[src/hw/rtl/segment_intersection_point_macros.svh]
// assertion macros shared by sip_div and segment_intersection_point
`ifndef SEGMENT_INTERSECTION_POINT_MACROS_SVH
`define SEGMENT_INTERSECTION_POINT_MACROS_SVH

`ifndef NO_ASSERTIONS

// a holds at an edge, so b holds at that same edge
`define SIP_ASSERT_IMPL(label, clk, rst_n, a, b) \
	label: assert property (@(posedge clk) disable iff (!rst_n) (a) |-> (b)) \
		else $error("assertion failed: %m");

// a holds at an edge, so b holds after the delay given by n
`define SIP_ASSERT_DELAY(label, clk, rst_n, a, n, b) \
	label: assert property (@(posedge clk) disable iff (!rst_n) (a) |-> ##n (b)) \
		else $error("assertion failed: %m");

`else

`define SIP_ASSERT_IMPL(label, clk, rst_n, a, b)
`define SIP_ASSERT_DELAY(label, clk, rst_n, a, n, b)

`endif

`endif

[src/hw/rtl/sip_pkg.sv]
package sip_pkg;

	// per-word outcome flags that ride along the pipeline
	typedef struct packed {
		logic hit;
		logic degenerate;
	} sip_flags_t;

endpackage

[src/hw/rtl/sip_div.sv]
`include "segment_intersection_point_macros.svh"

module sip_div import sip_pkg::*; #(
	parameter int NUM_W = 59,
	parameter int DEN_W = 37,
	parameter int QUO_W = 25,
	parameter int TAG_W = 19
) (
	input  logic             clk,
	input  logic             arst_n,
	input  logic             in_vld,
	input  logic [NUM_W-1:0] num,
	input  logic [DEN_W-1:0] den,
	input  logic [TAG_W-1:0] in_tag,
	output logic             out_vld,
	output logic [QUO_W-1:0] quo,
	output logic [TAG_W-1:0] out_tag
);

	// one quotient bit per stage; acc shifts dividend bits out and quotient bits in
	logic             vld_s [1:QUO_W];
	logic [DEN_W-1:0] rem_s [1:QUO_W];
	logic [QUO_W-1:0] acc_s [1:QUO_W];
	logic [DEN_W-1:0] den_s [1:QUO_W];
	logic [TAG_W-1:0] tag_s [1:QUO_W];

	for (genvar k = 0; k < QUO_W; k++) begin : g_stage
		logic             vin;
		logic [DEN_W-1:0] rin, din;
		logic [QUO_W-1:0] ain;
		logic [TAG_W-1:0] tin;
		logic [DEN_W:0]   trial, diff;

		// stage input: dividend top bits enter as the starting remainder
		if (k == 0) begin : g_first
			assign vin = in_vld;
			assign rin = DEN_W'(num >> QUO_W);
			assign ain = num[QUO_W-1:0];
			assign din = den;
			assign tin = in_tag;
		end else begin : g_next
			assign vin = vld_s[k];
			assign rin = rem_s[k];
			assign ain = acc_s[k];
			assign din = den_s[k];
			assign tin = tag_s[k];
		end

		// trial subtract, borrow decides the quotient bit
		assign trial = {rin, ain[QUO_W-1]};
		assign diff  = trial - {1'b0, din};

		always_ff @(posedge clk or negedge arst_n) begin
			if (!arst_n) begin
				vld_s[k+1] <= 1'b0;
			end else begin
				vld_s[k+1] <= vin;
			end
		end

		always_ff @(posedge clk) begin
			rem_s[k+1] <= diff[DEN_W] ? trial[DEN_W-1:0] : diff[DEN_W-1:0];
			acc_s[k+1] <= {ain[QUO_W-2:0], ~diff[DEN_W]};
			den_s[k+1] <= din;
			tag_s[k+1] <= tin;
		end
	end

	assign out_vld = vld_s[QUO_W];
	assign quo     = acc_s[QUO_W];
	assign out_tag = tag_s[QUO_W];

	// the remainder left after the last bit is below the divisor
	`SIP_ASSERT_IMPL(a_rem_below_den, clk, arst_n, vld_s[QUO_W] && (den_s[QUO_W] != '0), rem_s[QUO_W] < den_s[QUO_W])

endmodule

[config.mk]
export PLATFORM = sky130hd
export DESIGN_NAME = sip_div
export DESIGN_NICKNAME = d
export VERILOG_FILES = /design/src/hw/rtl/sip_pkg.sv /design/src/hw/rtl/sip_div.sv
export VERILOG_INCLUDE_DIRS = /design/src /design/src/hw/rtl
export SDC_FILE = /design/constraint.sdc
export NUM_CORES = 2
export LEC_CHECK = 0
export BUFFER_PORTS_ARGS = -buffer_cell sky130_fd_sc_hd__buf_4
export CORE_MARGIN = 2
export CORE_UTILIZATION = 40
export CTS_BUF_LIST = sky130_fd_sc_hd__clkbuf_4 sky130_fd_sc_hd__clkbuf_8 sky130_fd_sc_hd__clkbuf_16
export DETAILED_ROUTE_END_ITERATION = 8
export PLACE_DENSITY = 0.52
export SLEW_MARGIN = 30
export SYNTH_ARGS = -nofsm -noshare
export SYNTH_HDL_FRONTEND = slang
export SYNTH_SLANG_ARGS = --single-unit
[constraint.sdc]
create_clock -name clk -period 4.27 [get_ports clk]
set_clock_uncertainty 0.05 [all_clocks]
set_input_delay 0.2135 -clock clk [delete_from_list [all_inputs] [get_ports clk]]
set_output_delay 0.2135 -clock clk [all_outputs]
set_load 0.005 [all_outputs]
### Word-level counts from Yosys, hierarchy flattened

Memories as Yosys holds them, arrays and structs flattened.
Cells that the tools add are included.

| storage, ports and cells | value |
|---|---|
| register bits | 25 |
| RAM bits | 2950 |
| memories kept | 4 |
| output and inout port bits | 45 |
| input bits | 118 |

| cells by class | value |
|---|---|
| bitwise gates (word level) | 25 |
| multiplexer cells | 25 |
| $add $sub $neg | 25 |

Memories:

| name | depth | width | rd ports | clocked after memory_dff | wr ports | RTL line | source |
|---|---|---|---|---|---|---|---|
| den_s | 25 | 37 | 24 | 0 | 25 | sip_div.sv:24 | `logic [DEN_W-1:0] den_s [1:QUO_W];` |
| rem_s | 25 | 37 | 24 | 0 | 25 | sip_div.sv:22 | `logic [DEN_W-1:0] rem_s [1:QUO_W];` |
| acc_s | 25 | 25 | 25 | 0 | 25 | sip_div.sv:23 | `logic [QUO_W-1:0] acc_s [1:QUO_W];` |
| tag_s | 25 | 19 | 25 | 0 | 25 | sip_div.sv:25 | `logic [TAG_W-1:0] tag_s [1:QUO_W];` |

Operators by type and width:

| kind | count |
|---|---|
| $mux W37 | 25 |
| $sub A38 B37 Y38 | 24 |
| $sub A35 B37 Y38 | 1 |
| $not A1 Y1 | 25 |

### Depth between registers and ports, before layout

An unclocked memory read counts as a cell.

| depth | value |
|---|---|
| depth after elaboration | 3 |
| mapped depth | 16 |

### Worst setup path before layout

Ideal clock, no wire load.

| timing path | value |
|---|---|
| path kind | reg2reg |
| from | register den_s[0][593] (netlist name) |
| to | register rem_s[0][660] (netlist name) |
| stages on the path, launching flop included | 16 |
| data required time | 4099 ps |
| period minus slack after synthesis | 3767 ps |
| setup slack | 503 ps |
| arrival time | 3596 ps |
| setup time | 121 ps |
| cells stage by stage | dfxtp_1 inv_1 ha_1 nor2b_1 o31a_1 o31a_1 a311oi_1 o211ai_1 a31oi_1 o21ai_1 a31o_1 a21oi_1 xor2_1 buf_4 buf_2 mux2_2 |

==> metrics <==
result of the run finished clean; Initial Utilization 0.402; fin crit share 0.961; clk buf depth 4; input/output buffers between 150 and 200; Synth Instances about 11000; clock-pin slew on the worst setup and hold paths approximately 60 ps; maximum fanout count along the critical path 8; global route total overflow 0; critical path data required time ~5000 ps; floorplan die area just under 300000 sq um; post-route cell area 137000 sq um; final estimated routing congestion in global placement around 0.88; met3 GRT Util 0.0266; WP data arrival 4820 ps; final cell count without fillers around 16000; H-tree depth reported by CTS 5; Area growth syn-to-layout 18.2%; Post-synth top cells 2876 x sky130_fd_sc_hd__dfxtp_1, 1138 x sky130_fd_sc_hd__inv_1, 922 x sky130_fd_sc_hd__ha_1; clk_lat worst skew 900 ps; Global Route met1 Usage 0.215; total setup violations reported at the end of the flow 0; total DRC errors in the routed layout 0; top-area cell type share of the netlist area 0.497; final routed wire length divided by cell count 15.6 microns; Root Buffer Master sky130_fd_sc_hd__clkbuf_16; minimum hold slack 104 ps; HP Start num[25]; cell-by-cell trace of the critical path inv_1 > ha_1 > nor2b_1 > o31a_1 > o31a_1 > a311oi_2 > buf_4 > o211ai_1 > a31oi_2 > o21ai_2 > a31o_1 > a21oi_1 > buf_4 > xor2_4 > buf_12 > buf_6 > mux2_2; TritonCTS clock tree done; count of clock tree sinks 2901; post-synthesis cell area 116000 sq um; reg2reg start den_s[0][593]$_DFF_P_; Tot GR Track Use 0.166; Post-Syn Area per Cell 10.3 sq um; I/O pin count approximately 160; startpoint type of the worst setup path flip-flop; Floorplan Core Area 288000 sq um; Setup crit start den_s[0][593]$_DFF_P_; placed inst area 123000 sq um; leakage component of the power 63.3 nW; power per cell area 893 nW/um^2; final total negative setup slack 0 ps; Post-synth ARST share 0.00862; leading cell types by total area after synthesis sky130_fd_sc_hd__dfxtp_1 50%, sky130_fd_sc_hd__ha_1 10%, sky130_fd_sc_hd__mux2_2 5.3%; via count ~79000; Antenna Nets Post-Route 0; total wire length 250 mm; DP HPWL ~190 mm; cell type of the slowest stage on the worst timing path sky130_fd_sc_hd__a311oi_2; number of buffers created by CTS 317; final hold violation count 0; reported max-cap violation count 0; minimum period implied by the final worst setup slack 4110 ps; wire length of the first global-routing pass 406 mm; tightest slew margin relative to the limit 0.413; delay of the slowest cell on the worst path between 300 and 400 ps; first-iteration detailed-routing DRC count 4015; Via density 4.91; count of unique library cells instantiated by Yosys 95; most used flip-flop cell after synthesis sky130_fd_sc_hd__dfxtp_1; pin count of the biggest net entering global routing 48; die height 542 microns; met2 capacity usage during global routing 0.284; peak supply drop 628 uV; cell type with the highest aggregate area in the netlist sky130_fd_sc_hd__dfxtp_1; path class of the lowest-slack min-delay path primary input to flip-flop; post-route total power ~120 mW; nets 13090; number of synthesized flops with an enable pin 0; overall die width about 540 microns; final slew viol count 0; layout cell share with drive strength beyond 1 0.132; Synth Net Count 12365; cell with the most instances after synthesis sky130_fd_sc_hd__dfxtp_1; total of flip-flops plus latches after synthesis 2901; antenna violations before repair 5; Max Clock Freq 0.244 GHz; Std-Cell Rows 197; Critical Path Sink Type flip-flop; number of cells in the design after placement 15206; Syn. warnings 0; CP Class flip-flop to flip-flop; number of iterations in the first detailed-routing pass 6; worst-margin pin slew 872 ps; sequential element share of the synthesized area 0.502; vias in the first global route 79238; busiest metal layer after global routing met2
[routing by layer]
| layer | wire length [microns] | share of wire |
|---|---|---|
| met1 | 117000 | 0.47 |
| met2 | 116000 | 0.46 |
| met3 | 10600 | 0.043 |
| met4 | 6710 | 0.027 |
| met5 | 0 | 0 |
[worst max-delay path, delay by kind of cell, from the launching register on]
| family | cells | cell delay (ps) |
|---|---|---|
| AOI/OAI and AO/OA | 8 | 1940 |
| buffers and inverters | 5 | 740 |
| DFF | 1 | 350 |
| muxes | 1 | 350 |
| adders and majority gates | 1 | 250 |
| xor gates and xnor gates | 1 | 160 |
| and+or+nand+nor | 1 | 140 |
[flip-flops by register name (all words and copies together), names as in the netlist]
register     cells
den_s          888
rem_s          888
acc_s          625
tag_s          475
g_stage.vin     24
out_vld          1
[layout make-up]
cell class                 instances  area (sq um)
multi-input combinational       7019         52800
clock buffer                     434          9220
clock inverter                   139          1800
tap                             3781          4730
sequential                      2901         58200
inverter                        1139          4280
timing repair buffer             648          5930
antenna                            2          5.00
fill                           26294        151000
[cells by family after synthesis]
logic type / count (synthesis) / share of synthesized area
xor gates and xnor gates: 773 / 0.0586
adders and majority gates: 946 / 0.104
buffers and inverters: 1381 / 0.0462
muxes: 618 / 0.0605
other: 1 / 0.0000323
AOI/OAI and AO/OA: 2752 / 0.151
and+or+nand+nor: 1929 / 0.0784
DFF: 2901 / 0.502
[report_power, final]
| group | total, mW | internal (mW) | switching [mW] |
|---|---|---|---|
| Sequential | 38.2 | 34.5 | 3.71 |
| Clock | 28.0 | 16.9 | 11.2 |
| Combinational | 56.2 | 27.4 | 28.8 |
| Total | 122 | 78.7 | 43.7 |
[worst paths after layout]
check | endpoint | slack, ps | cells after the start
max in group asynchronous | g_stage[10].vin$_DFF_PN0_ | 3380 | 4
worst max register to register | rem_s[0][652]$_DFF_P_ | 160 | 17
worst min-delay path | rem_s[0][38]$_DFF_P_ | 100 | 3
worst min register to register | acc_s[0][223]$_DFF_P_ | 250 | 0
min in group asynchronous | out_vld$_DFF_PN0_ | 420 | 4
worst max-delay path | rem_s[0][652]$_DFF_P_ | 160 | 17
[cells in the final DEF (no fill, tap or decap), drive strengths merged, types with 46 or more instances in the layout]
master,Yosys,final
clkbuf,169,437
xnor2,480,480
dlygate4sd3,0,271
mux2i,46,46
and3,88,88
inv,1139,1155
o21ai,591,591
and2,50,50
nand2,623,623
a21o,496,496
a21oi,816,816
ha,922,922
mux2,572,572
nor2b,137,137
o21a,138,138
clkinv,0,75
nand2b,91,91
a31oi,119,119
nand4,95,95
xor2,293,293
nand3,133,133
buf,73,374
nor3,83,83
o21bai,108,108
nor2,512,512
a211oi,70,70
dfxtp,2876,2876
[what timing repair did]
| action | CTS | global route |
|---|---|---|
| pin swaps | 0 | 7 |
| gates resized for setup | 4 | 31 |
| gates cloned | 0 | 4 |
| buffers inserted | 0 | 6 |
| endpoints found under the hold margin | 143 | 25 |
| hold buffers | 271 | 1 |
| endpoints found under the setup margin | 70 | 354 |
[through the flow]
| stage | setup WS (ps) | util |
|---|---|---|
| after global placement | -154 | 0.427 |
| after detailed placement | -149 | 0.427 |
| after CTS | 42.3 | 0.474 |
| after floorplan | 503 | - |
| after global routing | -18.4 | 0.475 |
| final | 164 | 0.475 |
Note: power is estimated with default switching activity, not from simulation.
