<file path="src/hw/rtl/segment_intersection_point_macros.svh">
// assertion macros shared by sip_div and segment_intersection_point
`ifndef SEGMENT_INTERSECTION_POINT_MACROS_SVH
`define SEGMENT_INTERSECTION_POINT_MACROS_SVH

`ifndef NO_ASSERTIONS

// a holds at an edge, so b holds at that same edge
`define SIP_ASSERT_IMPL(label, clk, rst_n, a, b) \
	label: assert property (@(posedge clk) disable iff (!rst_n) (a) |-> (b)) \
		else $error("assertion failed: %m");

// a holds at an edge, so b holds after the delay given by n
`define SIP_ASSERT_DELAY(label, clk, rst_n, a, n, b) \
	label: assert property (@(posedge clk) disable iff (!rst_n) (a) |-> ##n (b)) \
		else $error("assertion failed: %m");

`else

`define SIP_ASSERT_IMPL(label, clk, rst_n, a, b)
`define SIP_ASSERT_DELAY(label, clk, rst_n, a, n, b)

`endif

`endif

</file>
<file path="src/hw/rtl/sip_pkg.sv">
package sip_pkg;

	// per-word outcome flags that ride along the pipeline
	typedef struct packed {
		logic hit;
		logic degenerate;
	} sip_flags_t;

endpackage

</file>
<file path="src/hw/rtl/sip_ratio.sv">
module sip_ratio import sip_pkg::*; #(
	parameter int COORD_BITS = 16,
	parameter int FRAC_BITS  = 8
) (
	input  logic                                    clk,
	input  logic                                    arst_n,
	input  logic                                    vld_s3,
	input  logic signed [2*COORD_BITS+2:0]          ca1_s3,
	input  logic signed [2*COORD_BITS+2:0]          ca2_s3,
	input  logic signed [2*COORD_BITS+2:0]          cb1_s3,
	input  logic signed [2*COORD_BITS+2:0]          cb2_s3,
	input  logic signed [COORD_BITS:0]              adx_s3,
	input  logic signed [COORD_BITS:0]              ady_s3,
	input  logic signed [COORD_BITS-1:0]            asx_s3,
	input  logic signed [COORD_BITS-1:0]            asy_s3,
	output logic                                    vld_s6,
	output logic [3*COORD_BITS+FRAC_BITS+5:0]       num_x_s6,
	output logic [3*COORD_BITS+FRAC_BITS+5:0]       num_y_s6,
	output logic [2*COORD_BITS+4:0]                 den_s6,
	output sip_flags_t                              flags_s6,
	output logic                                    neg_x_s6,
	output logic                                    neg_y_s6,
	output logic signed [COORD_BITS-1:0]            asx_s6,
	output logic signed [COORD_BITS-1:0]            asy_s6
);

	localparam int DIFF_W  = COORD_BITS + 1;
	localparam int CROSS_W = 2 * DIFF_W + 1;
	localparam int MAG_W   = CROSS_W;
	localparam int SUM_W   = MAG_W + 1;
	localparam int M_W     = DIFF_W + MAG_W;
	localparam int NUM_W   = M_W + FRAC_BITS + 2;
	localparam int DEN_W   = SUM_W + 1;

	logic             hit_c;
	logic [MAG_W-1:0] l_c, r_c;

	// strict opposite-side tests on both segments
	assign hit_c = (ca1_s3 != '0) && (ca2_s3 != '0) &&
		(ca1_s3[CROSS_W-1] ^ ca2_s3[CROSS_W-1]) &&
		(cb1_s3 != '0) && (cb2_s3 != '0) &&
		(cb1_s3[CROSS_W-1] ^ cb2_s3[CROSS_W-1]);

	// distances of A's endpoints from line B
	assign l_c = cb1_s3[CROSS_W-1] ? MAG_W'(-cb1_s3) : MAG_W'(cb1_s3);
	assign r_c = cb2_s3[CROSS_W-1] ? MAG_W'(-cb2_s3) : MAG_W'(cb2_s3);

	logic                         vld_s4, vld_s5;
	logic                         hit_s4, hit_s5;
	logic [MAG_W-1:0]             l_s4;
	logic [SUM_W-1:0]             sum_s4, sum_s5;
	logic [DIFF_W-1:0]            mdx_s4, mdy_s4;
	logic                         neg_x_s4, neg_y_s4, neg_x_s5, neg_y_s5;
	logic signed [COORD_BITS-1:0] asx_s4, asy_s4, asx_s5, asy_s5;
	logic [M_W-1:0]               mx_s5, my_s5;
	logic                         degen_s5;

	// valid chain
	always_ff @(posedge clk or negedge arst_n) begin
		if (!arst_n) begin
			vld_s4 <= 1'b0;
			vld_s5 <= 1'b0;
			vld_s6 <= 1'b0;
		end else begin
			vld_s4 <= vld_s3;
			vld_s5 <= vld_s4;
			vld_s6 <= vld_s5;
		end
	end

	// stage 4: ratio terms and edge magnitudes
	always_ff @(posedge clk) begin
		hit_s4   <= hit_c;
		l_s4     <= l_c;
		sum_s4   <= SUM_W'(l_c) + SUM_W'(r_c);
		neg_x_s4 <= adx_s3[DIFF_W-1];
		neg_y_s4 <= ady_s3[DIFF_W-1];
		mdx_s4   <= adx_s3[DIFF_W-1] ? DIFF_W'(-adx_s3) : DIFF_W'(adx_s3);
		mdy_s4   <= ady_s3[DIFF_W-1] ? DIFF_W'(-ady_s3) : DIFF_W'(ady_s3);
		asx_s4   <= asx_s3;
		asy_s4   <= asy_s3;
	end

	// stage 5: scale edge magnitudes by the distance of A's start
	always_ff @(posedge clk) begin
		mx_s5    <= M_W'(mdx_s4) * M_W'(l_s4);
		my_s5    <= M_W'(mdy_s4) * M_W'(l_s4);
		sum_s5   <= sum_s4;
		degen_s5 <= (sum_s4 == '0);
		hit_s5   <= hit_s4;
		neg_x_s5 <= neg_x_s4;
		neg_y_s5 <= neg_y_s4;
		asx_s5   <= asx_s4;
		asy_s5   <= asy_s4;
	end

	// stage 6: rounded dividend and doubled divisor
	always_ff @(posedge clk) begin
		num_x_s6            <= (NUM_W'(mx_s5) << (FRAC_BITS + 1)) + NUM_W'(sum_s5);
		num_y_s6            <= (NUM_W'(my_s5) << (FRAC_BITS + 1)) + NUM_W'(sum_s5);
		den_s6              <= DEN_W'(sum_s5) << 1;
		flags_s6.hit        <= hit_s5;
		flags_s6.degenerate <= degen_s5;
		neg_x_s6            <= neg_x_s5;
		neg_y_s6            <= neg_y_s5;
		asx_s6              <= asx_s5;
		asy_s6              <= asy_s5;
	end

endmodule

</file>
<file path="config.mk">
export PLATFORM = sky130hd
export DESIGN_NAME = sip_ratio
export DESIGN_NICKNAME = d
export VERILOG_FILES = /design/src/hw/rtl/segment_intersection_point_macros.svh /design/src/hw/rtl/sip_pkg.sv /design/src/hw/rtl/sip_ratio.sv
export SDC_FILE = /design/constraint.sdc
export NUM_CORES = 2
export LEC_CHECK = 0
export BUFFER_PORTS_ARGS = -buffer_cell sky130_fd_sc_hd__buf_2
export CAP_MARGIN = 20
export CORE_MARGIN = 2
export CORE_UTILIZATION = 60
export CTS_CLUSTER_DIAMETER = 200
export DETAILED_ROUTE_END_ITERATION = 6
export PLACE_DENSITY_LB_ADDON = 0.08
export SYNTH_ARGS = -nofsm -noshare
export SYNTH_HDL_FRONTEND = slang
export SYNTH_SLANG_ARGS = --single-unit
</file>
<file path="constraint.sdc">
create_clock -name clk -period 17.15 [get_ports clk]
set_clock_uncertainty 0.05 [all_clocks]
set_input_delay 0.8575 -clock clk [delete_from_list [all_inputs] [get_ports clk]]
set_output_delay 0.8575 -clock clk [all_outputs]
set_load 0.05 [all_outputs]
</file>
# After elaboration in Yosys (flattened, before gate mapping)
# Index checks and enable logic that the tools add are counted.
# W data, S select, Z words.
dict set report totals {
  output_inout_bits 198
  inputBits 209
  wordCells 57
  register_bits 515
}
dict set report classes {
  addsub 7
  bitwise 2
  mux 4
  mul 2
  n_reduce_logical 10
}
# cell n
set ops {}
lappend ops {{$reduce_bool A35 Y1} 4}
lappend ops {{$add A61 B36 Y62} 2}
lappend ops {{$mul A17 B35 Y52} 2}
lappend ops {{$mux W35} 2}
lappend ops {{$neg A35 Y35} 2}
lappend ops {{$add A35 B35 Y36} 1}
lappend ops {{$logic_not A36 Y1} 1}
lappend ops {{$neg A17 Y17} 2}
lappend ops {{$mux W16} 2}
lappend ops {{$logic_and A1 B1 Y1} 5}
lappend ops {{$xor A1 B1 Y1} 2}

# Depth between registers and ports, before layout
dict set report logic_depth {
  depth_word 6
  depth_mapped 26
  mapped_depth_nobuf 23
}

# Worst setup path after synthesis
# OpenSTA, ideal clock, no wires.
dict set report synth_path {
  kind {register to register}
  start {register mdy_s4[8]}
  end {register my_s5[50]}
  stages_incl_launch_ff 24
  t_required_ns 16.969
  n_path_buf 2
  arrival_time_ns 6.121
  slack_ns 10.848
  synth_period_minus_slack_ns 6.302
  cell_sequence {dfxtp_1 -> clkbuf_1 -> clkbuf_1 -> nand2_1 -> fa_1 -> inv_1 -> fa_1 -> inv_1 -> fa_1 -> inv_1 -> fa_1 -> fa_1 -> inv_1 -> fa_1 -> inv_1 -> ha_1 -> a21oi_1 -> nand2_1 -> a2111oi_0 -> o31a_1 -> o21ai_0 -> a211oi_1 -> o31ai_1 -> xor2_1}
}
dict set report synth_via {
  elab_chain_len 1
}
# item line_no
set synth_rtl {}
lappend synth_rtl {{start, declared} sip_ratio.sv:52} ;# logic [DIFF_W-1:0] mdx_s4, mdy_s4;
lappend synth_rtl {{start signal, assigned} sip_ratio.sv:79} ;# mdy_s4 <= ady_s3[DIFF_W-1] ? DIFF_W'(-ady_s3) : DIFF_W'(ady_s3);
lappend synth_rtl {{$mul A17 B35 Y52} sip_ratio.sv:87} ;# my_s5 <= M_W'(mdy_s4) * M_W'(l_s4);
lappend synth_rtl {{end signal, assigned} sip_ratio.sv:87}
lappend synth_rtl {{end, declared} sip_ratio.sv:55} ;# logic [M_W-1:0] mx_s5, my_s5;
# Every way passes these cells.
# A chain may end at the register's enable or synchronous reset.

# Worst setup path in the final report
dict set report layout_path {
  start {register l_s4[7]}
  end {register my_s5[44]}
}
dict set report layout_via {
  elab_chain_len 1
}
# item line_no
set layout_rtl {}
lappend layout_rtl {{start, declared} sip_ratio.sv:50} ;# logic [MAG_W-1:0] l_s4;
lappend layout_rtl {{start signal, assigned} sip_ratio.sv:74} ;# l_s4 <= l_c;
lappend layout_rtl {{$mul A17 B35 Y52} sip_ratio.sv:87}
# Every way passes these cells.

==> impl_metrics.tcl <==
set metrics [dict create \
    cts_tree "done" \
    core-area_um2 91660 \
    synth_area_um2 55460 \
    crit_type "register to register" \
    crit_path_end_kind "register" \
    avgRoutedWirePerCell_um 20.71 \
    gr-total-overflow 0 \
    num_vias 42050 \
    ant_nets 0 \
    synth_edf_count 0 \
    insertion_delay_ns 0.69 \
    syn-num-nets 7623 \
    avgSynthCellArea_um2 9.125 \
    drive_gt1_frac 0.09573 \
    cp_max_fo 28 \
    setup_tns_ns 0 \
    wl_met1_mm 62.67 \
    finalHoldViolCount 0 \
    layout.nets 7841 \
    path_cells "buf_4 > nand2_1 > fa_1 > inv_1 > fa_1 > inv_1 > fa_1 > inv_1 > fa_1 > fa_1 > inv_1 > fa_1 > inv_1 > ha_1 > a21oi_1 > nand2_1 > a2111oi_0 > nor2_1 > a211oi_1 > o31ai_1 > a21oi_1 > xnor2_1" \
    dpl.hpwl_mm 118.5 \
    grt_pass1_vias 44370 \
    cts.reportedPaths.clkPinSlew_ns 0.07 \
    final-setup-viol-count 0 \
    grt_usage 0.3382 \
    cp_slowest_stage_delay_ns 0.97 \
    rows 111 \
    dr_wl_met3_mm 14.98 \
    crit_top_cell "fa_1" \
    cts_sinks 497 \
    root_buffer "clkbuf_16" \
    r2r_cells 22 \
    drt_pass1_iterations 6 \
    via_per_inst 5.586 \
    async_flop_share 0.006036 \
    dominantRegCellSynth "dfxtp_1" \
    routed_wirelength_mm 155.9 \
    crit_arrival_ns 8.26 \
    yosys.area.top_type_share 0.3577 \
    ys_ff_latch 497 \
    numCtsBuffers 53 \
    areaGrowthSynthToFinish_pct 8.433 \
    cts_resized 0 \
    min_path_cells 1 \
    finalMaxSlewViolations 0 \
    synthTopCellsByArea "fa_1 36%, dfxtp_1 18%, inv_1 8.0%, ha_1 7.8%, nand2_1 6.0%" \
    relSlewSlack 0.2185 \
    synth_cell_types 75 \
    clk_path_buf_depth 3 \
    cts_setup_buffers 0 \
    finalCriticalPeriod_ns 7.744 \
    grt_max_degree 38 \
    rsz0062_at_grt "false" \
    htreeDepth 2 \
    startpoint_type "register" \
    cts_hold_buf 1 \
    drc 0 \
    dieArea_um2 94880 \
    cap_viol_max_count 0 \
    fin_crit_sh 0.4516 \
    drt-initial-drc-count 2799 \
    synth_cells 6078 \
    crit_slowest_cell "a211oi_1" \
    antenna_found_initial 9 \
    top_layer "met5" \
    met2_wirelength_mm 70.76 \
    die_height_um 308.0 \
    max_freq_mhz 129.1 \
    layout_commonest_cell "inv_1" \
    final_cell_mix "1,186 x inv_1, 991 x fa_1, 892 x nand2_1, 473 x dfxtp_1, 457 x and2_1" \
    ys_seq_area_frac 0.1797 \
    place_congestion 0.9643 \
    synth_area_leader_cell "fa_1" \
    dieWidth_um 308.0 \
    worstMarginPinSlew_ns 1.143 \
    grt_pass1_wl_mm 245.9 \
    io_buffers 405 \
    start_util 0.6050 \
    outcome "complete, no violations" \
    crit_required_ns 17.67 \
    ys_warn_count 0 \
    ioPinCount 407 \
    min_path_type "input pin to register" \
]
-- kinds of logic (layout without fill, tap and decap cells) --
kind of cell | Yosys count | count (layout) | synth area share
buf+inv | 1492 | 1755 | 0.1025
simple gates | 1811 | 1811 | 0.1590
compound gates | 628 | 628 | 0.07375
other cells | 1 | 2 | 0.00006762
fa+ha+maj | 1336 | 1336 | 0.4356
xor+xnor | 311 | 311 | 0.04911
mux | 2 | 2 | 0.0003835
flops | 497 | 497 | 0.1797
-- flip-flops by register name, summed over array words and instances, names as in the netlist, 2 cells and up --
name and count:
asx_s5 16, mdx_s4 17, num_x_s6 53, asy_s6 16, sum_s5 36, den_s6 27
l_s4 35, my_s5 52, num_y_s6 62, asx_s4 16, asy_s5 16, asx_s6 16
asy_s4 16, mx_s5 52, mdy_s4 17, flags_s6 2, sum_s4 36
-- cells in the mapped netlist, types with 17 or more instances --
cell type,instances
nor2_1,123
nand2_1,892
nand3_1,50
xnor2_1,236
ha_1,345
inv_1,1186
buf_4,19
clkbuf_1,279
o21ai_0,116
nor3_1,44
dfxtp_1,494
nand2b_1,23
fa_1,991
and3_1,28
nand4_1,58
nor4_1,37
o21bai_1,25
o31ai_1,30
a21o_1,110
xor2_1,75
a211oi_1,19
a21oi_1,175
o21a_1,23
nor2b_1,28
a31oi_1,17
and2_1,457
-- worst paths after layout --
kind | start | end | slack [ns]
setup reg to reg | l_s4[7] | my_s5[44] | 9.41
min in group asynchronous | arst_n | vld_s5 | 0.50
setup / recovery | l_s4[7] | my_s5[44] | 9.41
hold reg to reg | asy_s4[8] | asy_s5[8] | 0.27
max in group asynchronous | arst_n | vld_s4 | 16.44
hold / removal | asx_s3[0] | asx_s4[0] | 0.25
-- per-layer routing --
metal,track usage,up-vias
li1,-,18940
met1,0.4381,20960
met2,0.5426,1764
met3,0.08266,384
met4,0.1446,8
met5,0,-
-- final cells by class --
type                       instances  area [um^2]
antenna                            1        2.502
clock buffer                      67         1449
clock inverter                    33        429.2
fill                            7812        31530
inverter                        1186         4452
multi-input combinational       4089        39820
sequential                       497         9991
tap                             1186         1484
timing repair buffer             469         2511
-- per-stage QoR --
stage	hold slack, ns	setup WS (ns)	instances	utilization	instance area (um^2)
floorplan	0.2596	10.85	6078	-	55460
global placement	0.2595	9.680	7424	0.6353	58230
detailed placement	0.2621	9.614	7424	0.6353	58230
CTS	0.2192	9.521	7525	0.6559	60120
global route	0.2278	9.140	7527	0.6560	60130
finish	0.2527	9.406	7528	0.6561	60140
-- critical path, delay by kind of cell, from the launching register on --
family | cells | cell delay, ns
AO/OA/AOI/OAI | 5 | 2.53
XOR/XNOR | 1 | 0.14
flip-flops | 1 | 0.43
buffers and inverters | 6 | 0.65
AND/OR/NAND/NOR | 3 | 0.45
adder cells (fa/ha/maj) | 7 | 3.35
Power is not shown: default switching activity piles up to over one toggle a cycle in this logic, so the estimate is an artifact.
